$ cat src/hw/rtl/tte_pkg.sv
// Package for the tap tempo estimator: field widths and arithmetic constants.
// Used by tte_click_unit, tte_tempo_unit and tap_tempo_estimator.
// No dependencies.
`default_nettype none
package tte_pkg;

  localparam int TICK_W   = 32;
  localparam int TIME_W   = 32;
  localparam int TPQ_W    = 15;
  localparam int CPC_W    = 8;
  localparam int TEMPO_W  = 24;
  localparam int STAT_W   = 8;
  localparam int DATA_W   = 7;
  localparam int KIND_W   = 7;
  localparam int LEN_W    = 8;

  localparam int CLK_PER_QTR = 24;
  localparam int MS_TO_US    = 1000;
  localparam int US_FACTOR   = MS_TO_US * CLK_PER_QTR;
  localparam int K_W         = $clog2(US_FACTOR + 1);
  localparam int PROD_W      = TIME_W + K_W;
  localparam int CT_W        = TPQ_W + CPC_W;

  localparam logic [TPQ_W-1:0]   TPQ_RST  = TPQ_W'(96);
  localparam logic [CPC_W-1:0]   CPC_RST  = CPC_W'(CLK_PER_QTR);
  localparam logic [TEMPO_W-1:0] TEMPO_MAX = '1;

  localparam logic [3:0]        NIB_NOTE_ON = 4'h9;
  localparam logic [3:0]        NIB_CTRL    = 4'hB;
  localparam logic [KIND_W-1:0] KIND_TSIG   = KIND_W'(8'h58);
  localparam logic [LEN_W-1:0]  LEN_TSIG    = LEN_W'(4);

endpackage
`default_nettype wire

$ cat src/hw/rtl/tte_click_unit.sv
// Bit-serial click length unit: ticks_per_quarter * clocks_per_click / 24.
// Shift-add multiply, then restoring divide by the constant, one bit per cycle.
// Depends on tte_pkg.
`default_nettype none
module tte_click_unit (
  input  wire logic                      clk,
  input  wire logic                      rst_n,
  input  wire logic                      start,
  input  wire logic [tte_pkg::TPQ_W-1:0] tpq,
  input  wire logic [tte_pkg::CPC_W-1:0] cpc,
  output logic                           busy,
  output logic [tte_pkg::CT_W-1:0]       click_ticks
);
  import tte_pkg::*;

  localparam int CNT_W = $clog2(CT_W);
  localparam int REM_W = $clog2(CLK_PER_QTR);

  localparam logic [1:0] PH_IDLE = 2'd0;
  localparam logic [1:0] PH_MUL  = 2'd1;
  localparam logic [1:0] PH_DIV  = 2'd2;

  logic [1:0]       phase_r, phase_nxt;
  logic [CNT_W-1:0] cnt_r, cnt_nxt;
  logic [CT_W-1:0]  acc_r, acc_nxt;
  logic [CT_W-1:0]  mcand_r, mcand_nxt;
  logic [CPC_W-1:0] mlt_r, mlt_nxt;
  logic [REM_W-1:0] rem_r, rem_nxt;
  logic [REM_W:0]   trial;
  logic             ge;

  assign trial = {rem_r, acc_r[CT_W-1]};
  assign ge    = trial >= (REM_W+1)'(CLK_PER_QTR);

  always_comb begin
    phase_nxt = phase_r;
    cnt_nxt   = cnt_r;
    acc_nxt   = acc_r;
    mcand_nxt = mcand_r;
    mlt_nxt   = mlt_r;
    rem_nxt   = rem_r;
    unique case (phase_r)
      PH_MUL: begin
        if (mlt_r[0]) begin
          acc_nxt = acc_r + mcand_r;
        end
        mcand_nxt = {mcand_r[CT_W-2:0], 1'b0};
        mlt_nxt   = {1'b0, mlt_r[CPC_W-1:1]};
        cnt_nxt   = cnt_r + 1'b1;
        if (cnt_r == CNT_W'(CPC_W-1)) begin
          phase_nxt = PH_DIV;
          cnt_nxt   = '0;
          rem_nxt   = '0;
        end
      end
      PH_DIV: begin
        rem_nxt = ge ? REM_W'(trial - (REM_W+1)'(CLK_PER_QTR)) : trial[REM_W-1:0];
        acc_nxt = {acc_r[CT_W-2:0], ge};
        cnt_nxt = cnt_r + 1'b1;
        if (cnt_r == CNT_W'(CT_W-1)) begin
          phase_nxt = PH_IDLE;
        end
      end
      default: begin
        if (start) begin
          phase_nxt = PH_MUL;
          cnt_nxt   = '0;
          acc_nxt   = '0;
          mcand_nxt = CT_W'(tpq);
          mlt_nxt   = cpc;
        end
      end
    endcase
  end

  always_ff @(posedge clk) begin
    if (!rst_n) begin
      phase_r <= PH_IDLE;
    end else begin
      phase_r <= phase_nxt;
    end
    cnt_r   <= cnt_nxt;
    acc_r   <= acc_nxt;
    mcand_r <= mcand_nxt;
    mlt_r   <= mlt_nxt;
    rem_r   <= rem_nxt;
  end

  assign busy        = phase_r != PH_IDLE;
  assign click_ticks = acc_r;

endmodule
`default_nettype wire

$ cat src/hw/rtl/tte_tempo_unit.sv
// Bit-serial tempo unit: elapsed_ms * 24000 / clocks_per_click, saturated.
// Shift-add multiply by the constant, then restoring divide, one bit per cycle.
// Depends on tte_pkg.
`default_nettype none
module tte_tempo_unit (
  input  wire logic                        clk,
  input  wire logic                        rst_n,
  input  wire logic                        start,
  input  wire logic [tte_pkg::TIME_W-1:0]  diff,
  input  wire logic [tte_pkg::CPC_W-1:0]   cpc,
  output logic                             busy,
  output logic [tte_pkg::TEMPO_W-1:0]      tempo
);
  import tte_pkg::*;

  localparam int CNT_W = $clog2(PROD_W);

  localparam logic [1:0] PH_IDLE = 2'd0;
  localparam logic [1:0] PH_MUL  = 2'd1;
  localparam logic [1:0] PH_DIV  = 2'd2;

  logic [1:0]        phase_r, phase_nxt;
  logic [CNT_W-1:0]  cnt_r, cnt_nxt;
  logic [PROD_W-1:0] acc_r, acc_nxt;
  logic [PROD_W-1:0] mcand_r, mcand_nxt;
  logic [K_W-1:0]    k_r, k_nxt;
  logic [CPC_W-1:0]  dvs_r, dvs_nxt;
  logic [CPC_W-1:0]  rem_r, rem_nxt;
  logic [CPC_W:0]    trial;
  logic              ge;

  assign trial = {rem_r, acc_r[PROD_W-1]};
  assign ge    = trial >= {1'b0, dvs_r};

  always_comb begin
    phase_nxt = phase_r;
    cnt_nxt   = cnt_r;
    acc_nxt   = acc_r;
    mcand_nxt = mcand_r;
    k_nxt     = k_r;
    dvs_nxt   = dvs_r;
    rem_nxt   = rem_r;
    unique case (phase_r)
      PH_MUL: begin
        if (k_r[0]) begin
          acc_nxt = acc_r + mcand_r;
        end
        mcand_nxt = {mcand_r[PROD_W-2:0], 1'b0};
        k_nxt     = {1'b0, k_r[K_W-1:1]};
        cnt_nxt   = cnt_r + 1'b1;
        if (cnt_r == CNT_W'(K_W-1)) begin
          phase_nxt = PH_DIV;
          cnt_nxt   = '0;
          rem_nxt   = '0;
        end
      end
      PH_DIV: begin
        rem_nxt = ge ? CPC_W'(trial - {1'b0, dvs_r}) : trial[CPC_W-1:0];
        acc_nxt = {acc_r[PROD_W-2:0], ge};
        cnt_nxt = cnt_r + 1'b1;
        if (cnt_r == CNT_W'(PROD_W-1)) begin
          phase_nxt = PH_IDLE;
        end
      end
      default: begin
        if (start) begin
          phase_nxt = PH_MUL;
          cnt_nxt   = '0;
          acc_nxt   = '0;
          mcand_nxt = PROD_W'(diff);
          k_nxt     = K_W'(US_FACTOR);
          dvs_nxt   = cpc;
        end
      end
    endcase
  end

  always_ff @(posedge clk) begin
    if (!rst_n) begin
      phase_r <= PH_IDLE;
    end else begin
      phase_r <= phase_nxt;
    end
    cnt_r   <= cnt_nxt;
    acc_r   <= acc_nxt;
    mcand_r <= mcand_nxt;
    k_r     <= k_nxt;
    dvs_r   <= dvs_nxt;
    rem_r   <= rem_nxt;
  end

  assign busy  = phase_r != PH_IDLE;
  assign tempo = (|acc_r[PROD_W-1:TEMPO_W]) ? TEMPO_MAX : acc_r[TEMPO_W-1:0];

endmodule
`default_nettype wire

$ cat src/hw/rtl/tap_tempo_estimator.sv
// Tap tempo estimator top level: decode, tap state, output register.
// Depends on tte_pkg, tte_click_unit, tte_tempo_unit.
//
//   channel  | handshake           | payload
//   in       | in_valid/in_ready   | mode, status, data2, timestamp, meta kind/len, cpc
//   out      | out_valid/out_ready | tempo_tick, apply_tick, tempo_us
//   cfg      | cfg_we              | ticks_per_quarter
//
// An item that is not a tap or a valid time signature is accepted without leaving the idle state.
// A time signature or first tap runs the click unit alone (8-bit multiply, 23-bit divide).
// A later tap is paced by the 15-bit multiply and 47-bit divide
// of the tempo unit; the click unit runs alongside.
// A waiting result holds any tap or time signature at its last cycle until it leaves.
// Reset is synchronous; no clearing pass.
`default_nettype none
module tap_tempo_estimator (
  input  wire logic                         clk,
  input  wire logic                         rst_n,
  input  wire logic                         cfg_we,
  input  wire logic [tte_pkg::TPQ_W-1:0]    cfg_wdata,
  input  wire logic                         in_valid,
  output logic                              in_ready,
  input  wire logic                         in_mode,
  input  wire logic [tte_pkg::STAT_W-1:0]   in_status_byte,
  input  wire logic [tte_pkg::DATA_W-1:0]   in_second_data,
  input  wire logic [tte_pkg::TIME_W-1:0]   in_timestamp_ms,
  input  wire logic [tte_pkg::KIND_W-1:0]   in_meta_kind,
  input  wire logic [tte_pkg::LEN_W-1:0]    in_meta_length,
  input  wire logic [tte_pkg::CPC_W-1:0]    in_clocks_per_click,
  output logic                              out_valid,
  input  wire logic                         out_ready,
  output logic [tte_pkg::TICK_W-1:0]        out_tempo_tick,
  output logic [tte_pkg::TICK_W-1:0]        out_apply_tick,
  output logic [tte_pkg::TEMPO_W-1:0]       out_tempo_us
);
  import tte_pkg::*;

  localparam logic S_IDLE = 1'b0;
  localparam logic S_CALC = 1'b1;

  localparam logic [1:0] OP_TSIG = 2'd0;
  localparam logic [1:0] OP_ARM  = 2'd1;
  localparam logic [1:0] OP_TAP  = 2'd2;

  logic              state_r, state_nxt;
  logic [1:0]        op_r, op_nxt;
  logic [TPQ_W-1:0]  tpq_r;
  logic              armed_r;
  logic [TICK_W-1:0] cur_r, next_r;
  logic [TIME_W-1:0] last_r;
  logic [CPC_W-1:0]  cc_r;
  logic              out_valid_r;
  logic [TICK_W-1:0] out_tempo_tick_r, out_apply_tick_r;
  logic [TEMPO_W-1:0] out_tempo_us_r;

  logic              accept, tsig_hit, tap_hit, fin, emit;
  logic              clk_start, tmp_start, clk_busy, tmp_busy;
  logic [CT_W-1:0]   ct;
  logic [TICK_W-1:0] ct_ext;
  logic [TEMPO_W-1:0] tempo;

  assign in_ready = state_r == S_IDLE;
  assign accept   = in_valid && in_ready;
  assign tsig_hit = in_mode && in_meta_kind == KIND_TSIG && in_meta_length == LEN_TSIG
                    && in_clocks_per_click != '0;
  assign tap_hit  = !in_mode && in_second_data != '0
                    && (in_status_byte[STAT_W-1 -: 4] == NIB_NOTE_ON
                        || in_status_byte[STAT_W-1 -: 4] == NIB_CTRL);
  assign clk_start = accept && (tsig_hit || tap_hit);
  assign tmp_start = accept && tap_hit && armed_r;

  tte_click_unit u_click (
    .clk         (clk),
    .rst_n       (rst_n),
    .start       (clk_start),
    .tpq         (tpq_r),
    .cpc         (tsig_hit ? in_clocks_per_click : cc_r),
    .busy        (clk_busy),
    .click_ticks (ct)
  );

  tte_tempo_unit u_tempo (
    .clk   (clk),
    .rst_n (rst_n),
    .start (tmp_start),
    .diff  (in_timestamp_ms - last_r),
    .cpc   (cc_r),
    .busy  (tmp_busy),
    .tempo (tempo)
  );

  assign ct_ext = TICK_W'(ct);
  assign fin    = state_r == S_CALC && !clk_busy && !tmp_busy
                  && (!out_valid_r || out_ready);
  assign emit   = fin && op_r == OP_TAP && tempo != '0;

  always_comb begin
    state_nxt = state_r;
    op_nxt    = op_r;
    unique case (state_r)
      S_IDLE: begin
        if (clk_start) begin
          state_nxt = S_CALC;
          op_nxt    = tsig_hit ? OP_TSIG : (armed_r ? OP_TAP : OP_ARM);
        end
      end
      S_CALC: begin
        if (fin) begin
          state_nxt = S_IDLE;
        end
      end
      default: state_nxt = S_IDLE;
    endcase
  end

  always_ff @(posedge clk) begin
    if (!rst_n) begin
      state_r     <= S_IDLE;
      op_r        <= OP_TSIG;
      tpq_r       <= TPQ_RST;
      armed_r     <= 1'b0;
      cur_r       <= '0;
      next_r      <= '0;
      last_r      <= '0;
      cc_r        <= CPC_RST;
      out_valid_r <= 1'b0;
    end else begin
      state_r <= state_nxt;
      op_r    <= op_nxt;
      if (cfg_we) begin
        tpq_r <= cfg_wdata;
      end
      if (accept && tsig_hit) begin
        cc_r <= in_clocks_per_click;
      end
      if (accept && tap_hit) begin
        last_r <= in_timestamp_ms;
        if (!armed_r) begin
          armed_r <= 1'b1;
          cur_r   <= '0;
        end
      end
      if (fin) begin
        unique case (op_r)
          OP_TSIG: next_r <= cur_r + ct_ext;
          OP_ARM:  next_r <= ct_ext;
          default: begin
            cur_r  <= next_r;
            next_r <= next_r + ct_ext;
          end
        endcase
      end
      if (emit) begin
        out_valid_r <= 1'b1;
      end else if (out_ready) begin
        out_valid_r <= 1'b0;
      end
    end
    if (emit) begin
      out_tempo_tick_r <= cur_r;
      out_apply_tick_r <= next_r;
      out_tempo_us_r   <= tempo;
    end
  end

  assign out_valid      = out_valid_r;
  assign out_tempo_tick = out_tempo_tick_r;
  assign out_apply_tick = out_apply_tick_r;
  assign out_tempo_us   = out_tempo_us_r;

  a_cc_nonzero: assert property (@(posedge clk) disable iff (!rst_n)
    cc_r != '0)
    else $error("clocks per click reached zero");

  a_tap_starts_units: assert property (@(posedge clk) disable iff (!rst_n)
    tmp_start |=> clk_busy && tmp_busy && state_r == S_CALC)
    else $error("tap did not start both units");

  a_emit_from_tap: assert property (@(posedge clk) disable iff (!rst_n)
    $rose(out_valid_r) |-> $past(state_r) == S_CALC && $past(op_r) == OP_TAP)
    else $error("result without a completed tap");

  a_tempo_nonzero: assert property (@(posedge clk) disable iff (!rst_n)
    $rose(out_valid_r) |-> out_tempo_us_r != '0)
    else $error("zero tempo sent");

  a_no_accept_busy: assert property (@(posedge clk) disable iff (!rst_n)
    (clk_busy || tmp_busy) |-> !in_ready)
    else $error("input taken while units busy");

endmodule
`default_nettype wire
$ cat config.mk
export PLATFORM = sky130hd
export DESIGN_NAME = tap_tempo_estimator
export DESIGN_NICKNAME = d
export VERILOG_FILES = /design/src/hw/rtl/tte_pkg.sv /design/src/hw/rtl/tte_click_unit.sv /design/src/hw/rtl/tte_tempo_unit.sv /design/src/hw/rtl/tap_tempo_estimator.sv
export SDC_FILE = /design/constraint.sdc
export NUM_CORES = 1
export LEC_CHECK = 0
export BUFFER_PORTS_ARGS = -buffer_cell sky130_fd_sc_hd__buf_2
export CAP_MARGIN = 15
export CORE_MARGIN = 2
export CORE_UTILIZATION = 35
export CTS_CLUSTER_DIAMETER = 80
export DETAILED_ROUTE_END_ITERATION = 12
export PLACE_DENSITY_LB_ADDON = 0.2
export REMOVE_ABC_BUFFERS = 1
export SLEW_MARGIN = 25
export SYNTH_ARGS = -nofsm -noshare
export SYNTH_HDL_FRONTEND = slang
export SYNTH_SLANG_ARGS = --single-unit
$ cat constraint.sdc
create_clock -name clk -period 9.75 [get_ports clk]
set_input_delay 0.975 -clock clk [delete_from_list [all_inputs] [get_ports clk]]
set_output_delay 0.975 -clock clk [all_outputs]
set_load 0.05 [all_outputs]
==> results of run 1 <==
## layout make-up
cell class | instances | area [sq um] | area share, %
repair buffers | 196 | 1040 | 3.89
clock inverters | 29 | 294 | 1.10
well taps | 864 | 1080 | 4.05
flip-flops and latches | 411 | 11100 | 41.4
clock buffers | 61 | 1330 | 5.00
inverters | 85 | 320 | 1.20
multi-input cells | 1786 | 11600 | 43.3
diodes | 1 | 2.50 | 0.00938
## worst max path at each step
stage	start	endpoint	slack, ns	cells after the start
after floorplan	out_ready	out_apply_tick[0]$_DFFE_PP_	-0.40	4
after global placement	op_r[0]$_SDFFE_PN0P_	next_r[25]$_SDFFE_PN0P_	5.62	13
after detailed placement	op_r[0]$_SDFFE_PN0P_	next_r[25]$_SDFFE_PN0P_	5.56	13
after CTS	op_r[0]$_SDFFE_PN0P_	next_r[25]$_SDFFE_PN0P_	5.57	13
after global routing	op_r[0]$_SDFFE_PN0P_	next_r[25]$_SDFFE_PN0P_	5.33	13
final	op_r[0]$_SDFFE_PN0P_	next_r[25]$_SDFFE_PN0P_	5.55	13
## synthesized netlist by cell type (21+ instances only)
| cell | number |
|---|---|
| a21o_1 | 77 |
| a21oi_1 | 178 |
| a22oi_1 | 53 |
| and2_1 | 47 |
| clkbuf_1 | 114 |
| dfxtp_1 | 128 |
| edfxtp_1 | 283 |
| ha_1 | 140 |
| inv_1 | 84 |
| mux2i_1 | 48 |
| nand2_1 | 345 |
| nand3_1 | 44 |
| nand4_1 | 28 |
| nor2_1 | 153 |
| nor2b_1 | 40 |
| nor3_1 | 24 |
| o21a_1 | 21 |
| o21ai_0 | 147 |
| o21bai_1 | 22 |
| or3_1 | 41 |
| xnor2_1 | 72 |
| xor2_1 | 47 |
## registers in the layout, indices dropped and copies added, names as in the netlist, 24 cells and up
signal           cells
last_r              32
out_tempo_us        24
out_apply_tick      32
u_tempo.acc_r       47
cur_r               32
next_r              32
u_tempo.mcand_r     47
out_tempo_tick      32
## worst max-delay path: stages, from the launching register on
cell and delay (ns):
dfxtp_1 0.43, or2_2 0.69, nand2_1 0.11, nand2_1 0.14
ha_1 0.24, a21o_1 0.15, a21oi_1 0.24, o21ai_1 0.20
a311oi_1 0.46, o211ai_1 0.23, a211oi_1 0.51, nor2_1 0.17
xor2_1 0.17, a221o_1 0.33
## routing by layer
layer	GRT usage [%]	vias up	share of wire (%)
met5	0	-	0
met4	4.43	0	2.1
met3	2.78	72	4.7
met2	27.1	376	44
met1	25.0	8778	49
li1	-	9019	-
## logic make-up after synthesis
group,count (synthesis),share of synthesized area (%)
simple gates,810,16.2
compound gates,647,17.8
flops,411,47.3
mux,65,2.88
buf+inv,209,3.37
xor+xnor,119,4.46
fa+ha+maj,145,7.93
## metrics by stage
step	hold slack (ns)	setup WS, ns
global placement	0.443	5.62
floorplan	0.429	-0.400
CTS	0.455	5.57
global route	0.474	5.33
finish	0.452	5.55
detailed placement	0.447	5.56
## power by group
part / switching [uW] / internal (uW) / total (uW)
Combinational: 502 / 346 / 848
Clock: 753 / 1090 / 1840
Sequential: 105 / 2000 / 2100
Total: 1360 / 3430 / 4790
==> flow_summary.yaml, run 1 <==
logic_synthesis:
  ys_seq_elements: 411
  synth_edf_count: 283
  ys_seq_area_share_pct: 47.3
  synth_top_cell_by_area: "edfxtp_1"
  async_reset_ff_share_pct: 0
  syn_avg_cell_area_sq_um: 9.71
  synth_area_sq_mm: 0.0234
  yosys_most_used_dff: "edfxtp_1"
  netlist_instances: 2406
  yosysUniqueCellTypes: 76
  synth.area.top_cells: "edfxtp_1 36%, dfxtp_1 11%, ha_1 7.5%, nand2_1 5.5%, a21oi_1 3.8%"
  yosysTopAreaCellShare_pct: 36.4
  yosysWarningCount: 0
finish:
  fill_cells: 6438
  synthToLayoutAreaGrowth_pct: 14.2
  final_nets: 2764
  instances_no_fill: 3433
  design_area_sq_mm: 0.0267
  final_common_cell: "nand2_1"
  layout_common_cells: "345 x nand2_1, 283 x edfxtp_1, 176 x a21oi_1"
  utilization_pct: 40.4
  drive_gt1_share_pct: 12.6
clocking:
  clk_latency_ns: 0.59
  htree_levels: 2
  cts-resized-gates: 0
  cts_root_buffer: "clkbuf_16"
  cts_setup_buffers: 0
  clkTransAtPathRegs_ns: 0.06
  cts.sinks: 411
  cts_buffers: 48
  clock_path_buffers: 3
  cts_tree: "yes"
  hold_buffers: 0
drt:
  routed_via_density: 5.31
  routedWlPerCell_um: 17.8
  drtIter0Drc: 1272
  vias: 18200
  wirelength_mm: 61.2
  antenna_left: 0
  drt_pass1_iterations: 5
  drc: 0
power:
  finalPower_uw: 4790
  ir_drop_mv: 0.102
  power.static_leakage_uw: 0.0102
  power.density_mw_per_mm2: 179
timing:
  skew_ns: 0.0245
  fmax_ghz: 0.238
  worst_slew_pin_slew_ns: 0.979
  fin_crit_sh_pct: 43.1
  finalCriticalPeriod_ns: 4.20
  hold_viol: 0
  max_slew_margin_pct: 34.6
  drv_slew: 0
  fin_tns_setup_ns: 0
  finalSetupViolCount: 0
  rsz0062_at_grt: "false"
placement:
  portBuffers: 175
  gp_congestion: 0.900
  dp_hpwl_mm: 44.0
  place_inst: 3342
  dpl-instance-area_sq_mm: 0.0251
critical_path:
  cp.arrival_ns: 4.67
  end_kind: "flip-flop"
  r2r_cells: 13
  crit_type: "reg2reg"
  timing.rr.end: "next_r[25]$_SDFFE_PN0P_"
  cp-start-kind: "flip-flop"
  crit_required_ns: 10.22
  worstPathMaxFanout: 37
  regToRegStartpoint: "op_r[0]$_SDFFE_PN0P_"
  ff2ff_setup_slack_ns: 5.55
global_routing:
  grt_max_degree: 76
  antenna_found_initial: 1
  overflow: 0
  track_usage_pct: 17.4
  grt_pass1_wl_mm: 97.1
  grt_pass1_vias: 17500
hold_path:
  holdPathStages: 2
  hold_path.class: "reg2reg"
  holdPathEnd: "last_r[12]$_SDFFE_PN0P_"
  hold_start: "last_r[12]$_SDFFE_PN0P_"
floorplanning:
  row_count: 94
  die-area_sq_mm: 0.0688
  core_sq_mm: 0.0660
  io_pins: 181
  die_w_um: 262
  die_h_um: 262
  start_util_pct: 35.4
outcome:
  status: "finished clean"
flow_run:
  maxCapViolCount: 0
(Power assumes the default switching activity.)
==> inputs of run 2 (changes only) <==
- clock period: 9.75 -> 3.6 ns (I/O delays scaled with it)
==> run 2 against run 1 <==
Against the previous run: utilization is 1.3 points higher; critical endpoint is now u_tempo.acc_r[42]$_DFFE_PP_; first-iteration DRC count is 4.7% lower; highest routed layer unchanged; largest power group unchanged; non-clock buffer count is 94 higher.
==> flow_summary.yaml, run 2 (same netlist as run 1, synthesis figures left out) <==
placement:
  dp_hpwl_mm: 47.0
  gp_congestion: 0.912
  place_inst: 3418
  portBuffers: 175
drt:
  drt_pass1_iterations: 5
  routed_via_density: 5.31
  wirelength_mm: 63.9
  antenna_left: 0
  vias: 18700
  drc: 0
  routedWlPerCell_um: 18.1
  drtIter0Drc: 1212
critical_path:
  worstPathMaxFanout: 3
  cp.depth: 11
  worst_path_largest_cell_delay_ns: 0.59
  crit_type: "reg2reg"
  crit_family: "compound AO/OA/AOI/OAI gates"
  end_kind: "flip-flop"
  cp-start-kind: "flip-flop"
  crit_required_ns: 3.91
  cp_num_buf_inv: 1
  r2r_cells: 11
  cpMostUsedCell: "o21ai_1"
  slowest_stage: "or4_1"
  cp.arrival_ns: 3.76
  crit_path_cell_trace: "ha_1 > nand2_1 > or4_1 > a211o_1 > a21oi_1 > o31ai_1 > buf_4 > o21ai_1 > a31oi_1 > xor2_1 > o21ai_1"
power:
  power.static_leakage_uw: 0.0107
  finalPower_uw: 13200
  power.density_mw_per_mm2: 479
  ir_drop_mv: 0.262
timing:
  finalSetupViolCount: 0
  max_slew_margin_pct: 36.8
  drv_slew: 0
  hold_viol: 0
  worst_slew_pin_slew_ns: 0.944
  finalCriticalPeriod_ns: 3.45
  fmax_ghz: 0.290
  skew_ns: 0.0234
  fin_crit_sh_pct: 95.8
global_routing:
  met2_usage_pct: 29.3
  met3_usage_pct: 1.95
  antenna_found_initial: 1
  grt_max_degree: 81
  overflow: 0
  grt_pass1_vias: 18400
  track_usage_pct: 18.1
  grt_pass1_wl_mm: 101
  grtUsageMet1_pct: 25.6
  grt-busiest-layer: "met2"
outcome:
  status: "finished clean"
floorplanning:
  core_sq_mm: 0.0660
  io_pins: 181
  die-area_sq_mm: 0.0688
  die_w_um: 262
  die_h_um: 262
  start_util_pct: 35.4
  row_count: 94
clocking:
  cts_root_buffer: "clkbuf_16"
  htree_levels: 2
  clkTransAtPathRegs_ns: 0.06
  cts_buffers: 48
  clk_latency_ns: 0.59
  cts_tree: "yes"
  clock_path_buffers: 3
  cts.sinks: 411
flow_run:
  maxCapViolCount: 0
finish:
  fill_cells: 6352
  drive_gt1_share_pct: 15.5
  final_common_cell: "nand2_1"
  utilization_pct: 41.7
  instances_no_fill: 3527
  layout_common_cells: "345 x nand2_1, 283 x edfxtp_1, 175 x a21oi_1, 175 x buf_2, 150 x nor2_1"
  final_nets: 2858
  synthToLayoutAreaGrowth_pct: 17.9
  top_regs: "u_tempo.acc_r x47, u_tempo.mcand_r x47"
hold_path:
  hold_path.class: "in2reg"
  holdPathStages: 3
[run 2: cell count changes in the layout (fill, tap and decap cells not counted), sizes merged]
cell | previous run | this run
inv | 89 | 87
clkinv | 18 | 20
clkbuf | 61 | 60
buf | 196 | 274
dlygate4sd3 | 0 | 16
bufinv | 4 | 5
[run 2: stage by stage]
stage | area [sq um] | worst slack, ns | setup TNS, ns | hold slack, ns
final | 27500 | 0.150 | 0 | 0.0321
after global routing | 27500 | -0.00356 | -0.00356 | 0.0119
after CTS | 27500 | 0.0128 | 0 | 0.0000807
after detailed placement | 25700 | -0.00707 | -0.00707 | 0.448
after global placement | 25700 | 0.0743 | 0 | 0.443
after floorplan | 22900 | -6.21 | -767.45 | 0.422
[run 2: worst register-to-register path, cell delays in order, from the launching register on]
cell	delay, ns
edfxtp_1	0.47
ha_1	0.34
nand2_1	0.11
or4_1	0.59
a211o_1	0.25
a21oi_1	0.38
o31ai_1	0.14
buf_4	0.16
o21ai_1	0.33
a31oi_1	0.17
xor2_1	0.16
o21ai_1	0.08
[run 2: metal layers]
metal / up-vias / part of all wire [%]
met5: - / 0
met1: 8999 / 48
met2: 430 / 45
li1: 9199 / -
met3: 85 / 4.1
met4: 0 / 2.3
[run 2: final timing paths]
check | startpoint | to | slack [ns]
worst min-delay path | in_timestamp_ms[24] | last_r[24]$_SDFFE_PN0P_ | 0.03
worst min register to register | last_r[15]$_SDFFE_PN0P_ | last_r[15]$_SDFFE_PN0P_ | 0.45
worst max-delay path | u_tempo.acc_r[24]$_DFFE_PP_ | u_tempo.acc_r[42]$_DFFE_PP_ | 0.15
worst max register to register | u_tempo.acc_r[24]$_DFFE_PP_ | u_tempo.acc_r[42]$_DFFE_PP_ | 0.15
[run 2: power by group]
part           internal [uW]  leakage (uW)  switching, uW
Combinational           1020       0.00621           1450
Clock                   3010      0.000812           2030
Sequential              5410       0.00365            269
Total                   9440        0.0107           3750
[run 2: cell type report]
cell class / instances / area, sq um / share of cell area (%)
multi-input combinational: 1786 / 11600 / 42.1
antenna: 1 / 2.50 / 0.00908
clock inverter: 30 / 308 / 1.12
tap: 864 / 1080 / 3.92
timing repair buffer: 290 / 1840 / 6.67
inverter: 85 / 320 / 1.16
clock buffer: 60 / 1340 / 4.86
sequential: 411 / 11100 / 40.2
[run 2: what timing repair did]
| item | 4_1_cts | 5_1_grt |
|---|---|---|
| resized for setup | 0 | 10 |
| setup endpoints to repair | 1 | 10 |
| setup buffers | 1 | 1 |
| gates cloned | 0 | 0 |
| pin swaps | 3 | 8 |
| endpoints found under the hold margin | 16 | 0 |
| hold buffers | 16 | 0 |
==> inputs of run 3 (changes only) <==
- PLACE_DENSITY: unset -> 0.59
- PLACE_DENSITY_LB_ADDON: 0.2 -> unset
==> run 3 against run 2 <==
Against the previous run: non-clock buffer count shrank 22; critical endpoint is now next_r[30]$_SDFFE_PN0P_; first-iteration DRC count grew 8.1%; global-route usage fell by 0.66 points; cell count fell by 0.71%.
==> flow_summary.yaml, run 3 (same netlist as run 1, synthesis figures left out) <==
outcome:
  status: "finished clean"
placement:
  gp_congestion: 0.890
  dp_hpwl_mm: 45.6
  portBuffers: 175
critical_path:
  crit_required_ns: 4.08
  r2r_cells: 14
  regToRegStartpoint: "op_r[0]$_SDFFE_PN0P_"
  cp-start-kind: "flip-flop"
  worstPathMaxFanout: 5
  timing.rr.end: "next_r[30]$_SDFFE_PN0P_"
  ff2ff_setup_slack_ns: 0.20
  crit_type: "reg2reg"
  cp.arrival_ns: 3.88
  end_kind: "flip-flop"
clocking:
  cts_buffers: 47
  clock_path_buffers: 3
  htree_levels: 2
  cts_root_buffer: "clkbuf_16"
  clk_latency_ns: 0.59
  clkTransAtPathRegs_ns: 0.06
  cts.sinks: 411
  cts_tree: "yes"
timing:
  worst_slew_pin_slew_ns: 0.963
  fmax_ghz: 0.294
  finalSetupViolCount: 0
  hold_viol: 0
  drv_slew: 0
  whs_ns: 0.0397
  fin_crit_sh_pct: 94.5
  rsz0062_at_grt: "false"
  finalCriticalPeriod_ns: 3.40
  max_slew_margin_pct: 35.3
  skew_ns: 0.0227
  fin_tns_setup_ns: 0
drt:
  drc: 0
  drtIter0Drc: 1310
  drt_pass1_iterations: 6
  wirelength_mm: 62.1
  vias: 18700
  routed_via_density: 5.33
  routedWlPerCell_um: 17.7
  antenna_left: 0
power:
  power.density_mw_per_mm2: 477
  p_clk_share_pct: 37.8
  ir_drop_mv: 0.363
  combPwrFrac_pct: 18.8
  swShare_pct: 28.4
  p_sw_uw: 3700
  p_int_uw: 9340
  power.static_leakage_uw: 0.0105
  power_frac_seq_pct: 43.4
hold_path:
  holdPathEnd: "last_r[6]$_SDFFE_PN0P_"
  holdPathStages: 3
  hold_path.class: "in2reg"
  hold_start: "in_timestamp_ms[6]"
global_routing:
  grt_pass1_vias: 18000
  track_usage_pct: 17.5
  antenna_found_initial: 0
  grt_max_degree: 79
  grt_pass1_wl_mm: 97.8
  overflow: 0
floorplanning:
  io_pins: 181
  die_w_um: 262
  core_sq_mm: 0.0660
  row_count: 94
  start_util_pct: 35.4
  die-area_sq_mm: 0.0688
  die_h_um: 262
flow_run:
  maxCapViolCount: 0
finish:
  top_regs: "u_tempo.acc_r x47, u_tempo.mcand_r x47"
  synthToLayoutAreaGrowth_pct: 16.9
  final_common_cell: "nand2_1"
  final_nets: 2835
  drive_gt1_share_pct: 14.6
  layout_common_cells: "344 x nand2_1, 283 x edfxtp_1, 175 x a21oi_1, 175 x buf_2, 149 x nor2_1"
## run 3: changes by cell type in the layout (fill, tap and decap cells not counted), moves of 2 or more
| cell | delta |
|---|---|
| buf_4 | -21 |
| clkbuf_1 | +8 |
| clkinv_2 | -8 |
| buf_12 | -2 |
| clkinv_1 | -2 |
| clkinv_4 | +2 |
| clkinv_8 | +2 |
| ha_1 | -2 |
| ha_2 | +2 |
## run 3: how the worst max path moves through the flow
stage                                                 from                                end  cells past startpoint  slack (ns)
after CTS                             op_r[0]$_SDFFE_PN0P_            next_r[26]$_SDFFE_PN0P_                     14        0.04
after global routing      u_click.click_ticks[1]$_DFFE_PP_  u_click.click_ticks[22]$_DFFE_PP_                     11        0.01
final                                 op_r[0]$_SDFFE_PN0P_            next_r[30]$_SDFFE_PN0P_                     14        0.20
after global placement                op_r[0]$_SDFFE_PN0P_            next_r[26]$_SDFFE_PN0P_                     14        0.08
after detailed placement              op_r[0]$_SDFFE_PN0P_            next_r[30]$_SDFFE_PN0P_                     14        0.06
after floorplan                     out_valid$_SDFFE_PN0P_        out_apply_tick[0]$_DFFE_PP_                      4       -6.21
## run 3: layout make-up
type,instances,area [sq um]
clock inverters,20,258
flip-flops and latches,411,11100
multi-input cells,1786,11600
fillers,6374,38700
inverters,85,320
repair buffers,268,1650
well taps,864,1080
clock buffers,67,1340
diodes,1,2.50
## run 3: worst max-delay path, stage by stage, from the launching register on
cell       delay [ns]
dfxtp_1          0.31
or2_4            0.27
nand2_1          0.08
nand2_1          0.06
ha_2             0.19
fa_2             0.35
a21o_1           0.19
a21oi_2          0.17
o21bai_2         0.11
a2111oi_4        0.36
nor2_2           0.09
a2111o_1         0.54
nand2_1          0.16
xnor2_1          0.08
a221o_1          0.32
## run 3: stage by stage
| stage | power, uW | instances | utilization (%) | instance area [sq um] | worst slack [ns] |
|---|---|---|---|---|---|
| 6_report | 13000 | 3502 | 41.4 | 27300 | 0.199 |
| 5_1_grt | 13600 | 3501 | 41.4 | 27300 | 0.0112 |
| 4_1_cts | 13100 | 3500 | 41.3 | 27300 | 0.0411 |
| 3_5_place_dp | 8160 | 3396 | 38.6 | 25500 | 0.0635 |
| 3_3_place_gp | 8070 | 3396 | 38.6 | 25500 | 0.0833 |
| 2_1_floorplan | 7440 | 2282 | - | 22900 | -6.21 |
## run 3: layer usage
layer | track usage, % | share of wire (%) | vias to the layer above
met5 | 0 | 0 | -
met4 | 4.72 | 2.1 | 0
met3 | 3.14 | 6.0 | 80
met2 | 28.0 | 45 | 527
met1 | 24.2 | 47 | 8891
li1 | - | - | 9167
## run 3: what timing repair did
| action | CTS | global route |
|---|---|---|
| resized for setup | 0 | 16 |
| endpoints found under the setup margin | 0 | 12 |
| setup buffers | 0 | 1 |
| endpoints found under the hold margin | 17 | 0 |
| hold buffers | 17 | 0 |
## run 3: power by group through the flow
stage                     Clock (uW)  Sequential [uW]  Combinational, uW
final                           4920             5660               2450
after global routing            5210             5700               2730
after global placement             0             5750               2330
after floorplan                    0             5660               1780
after detailed placement           0             5760               2400
after CTS                       5060             5660               2430
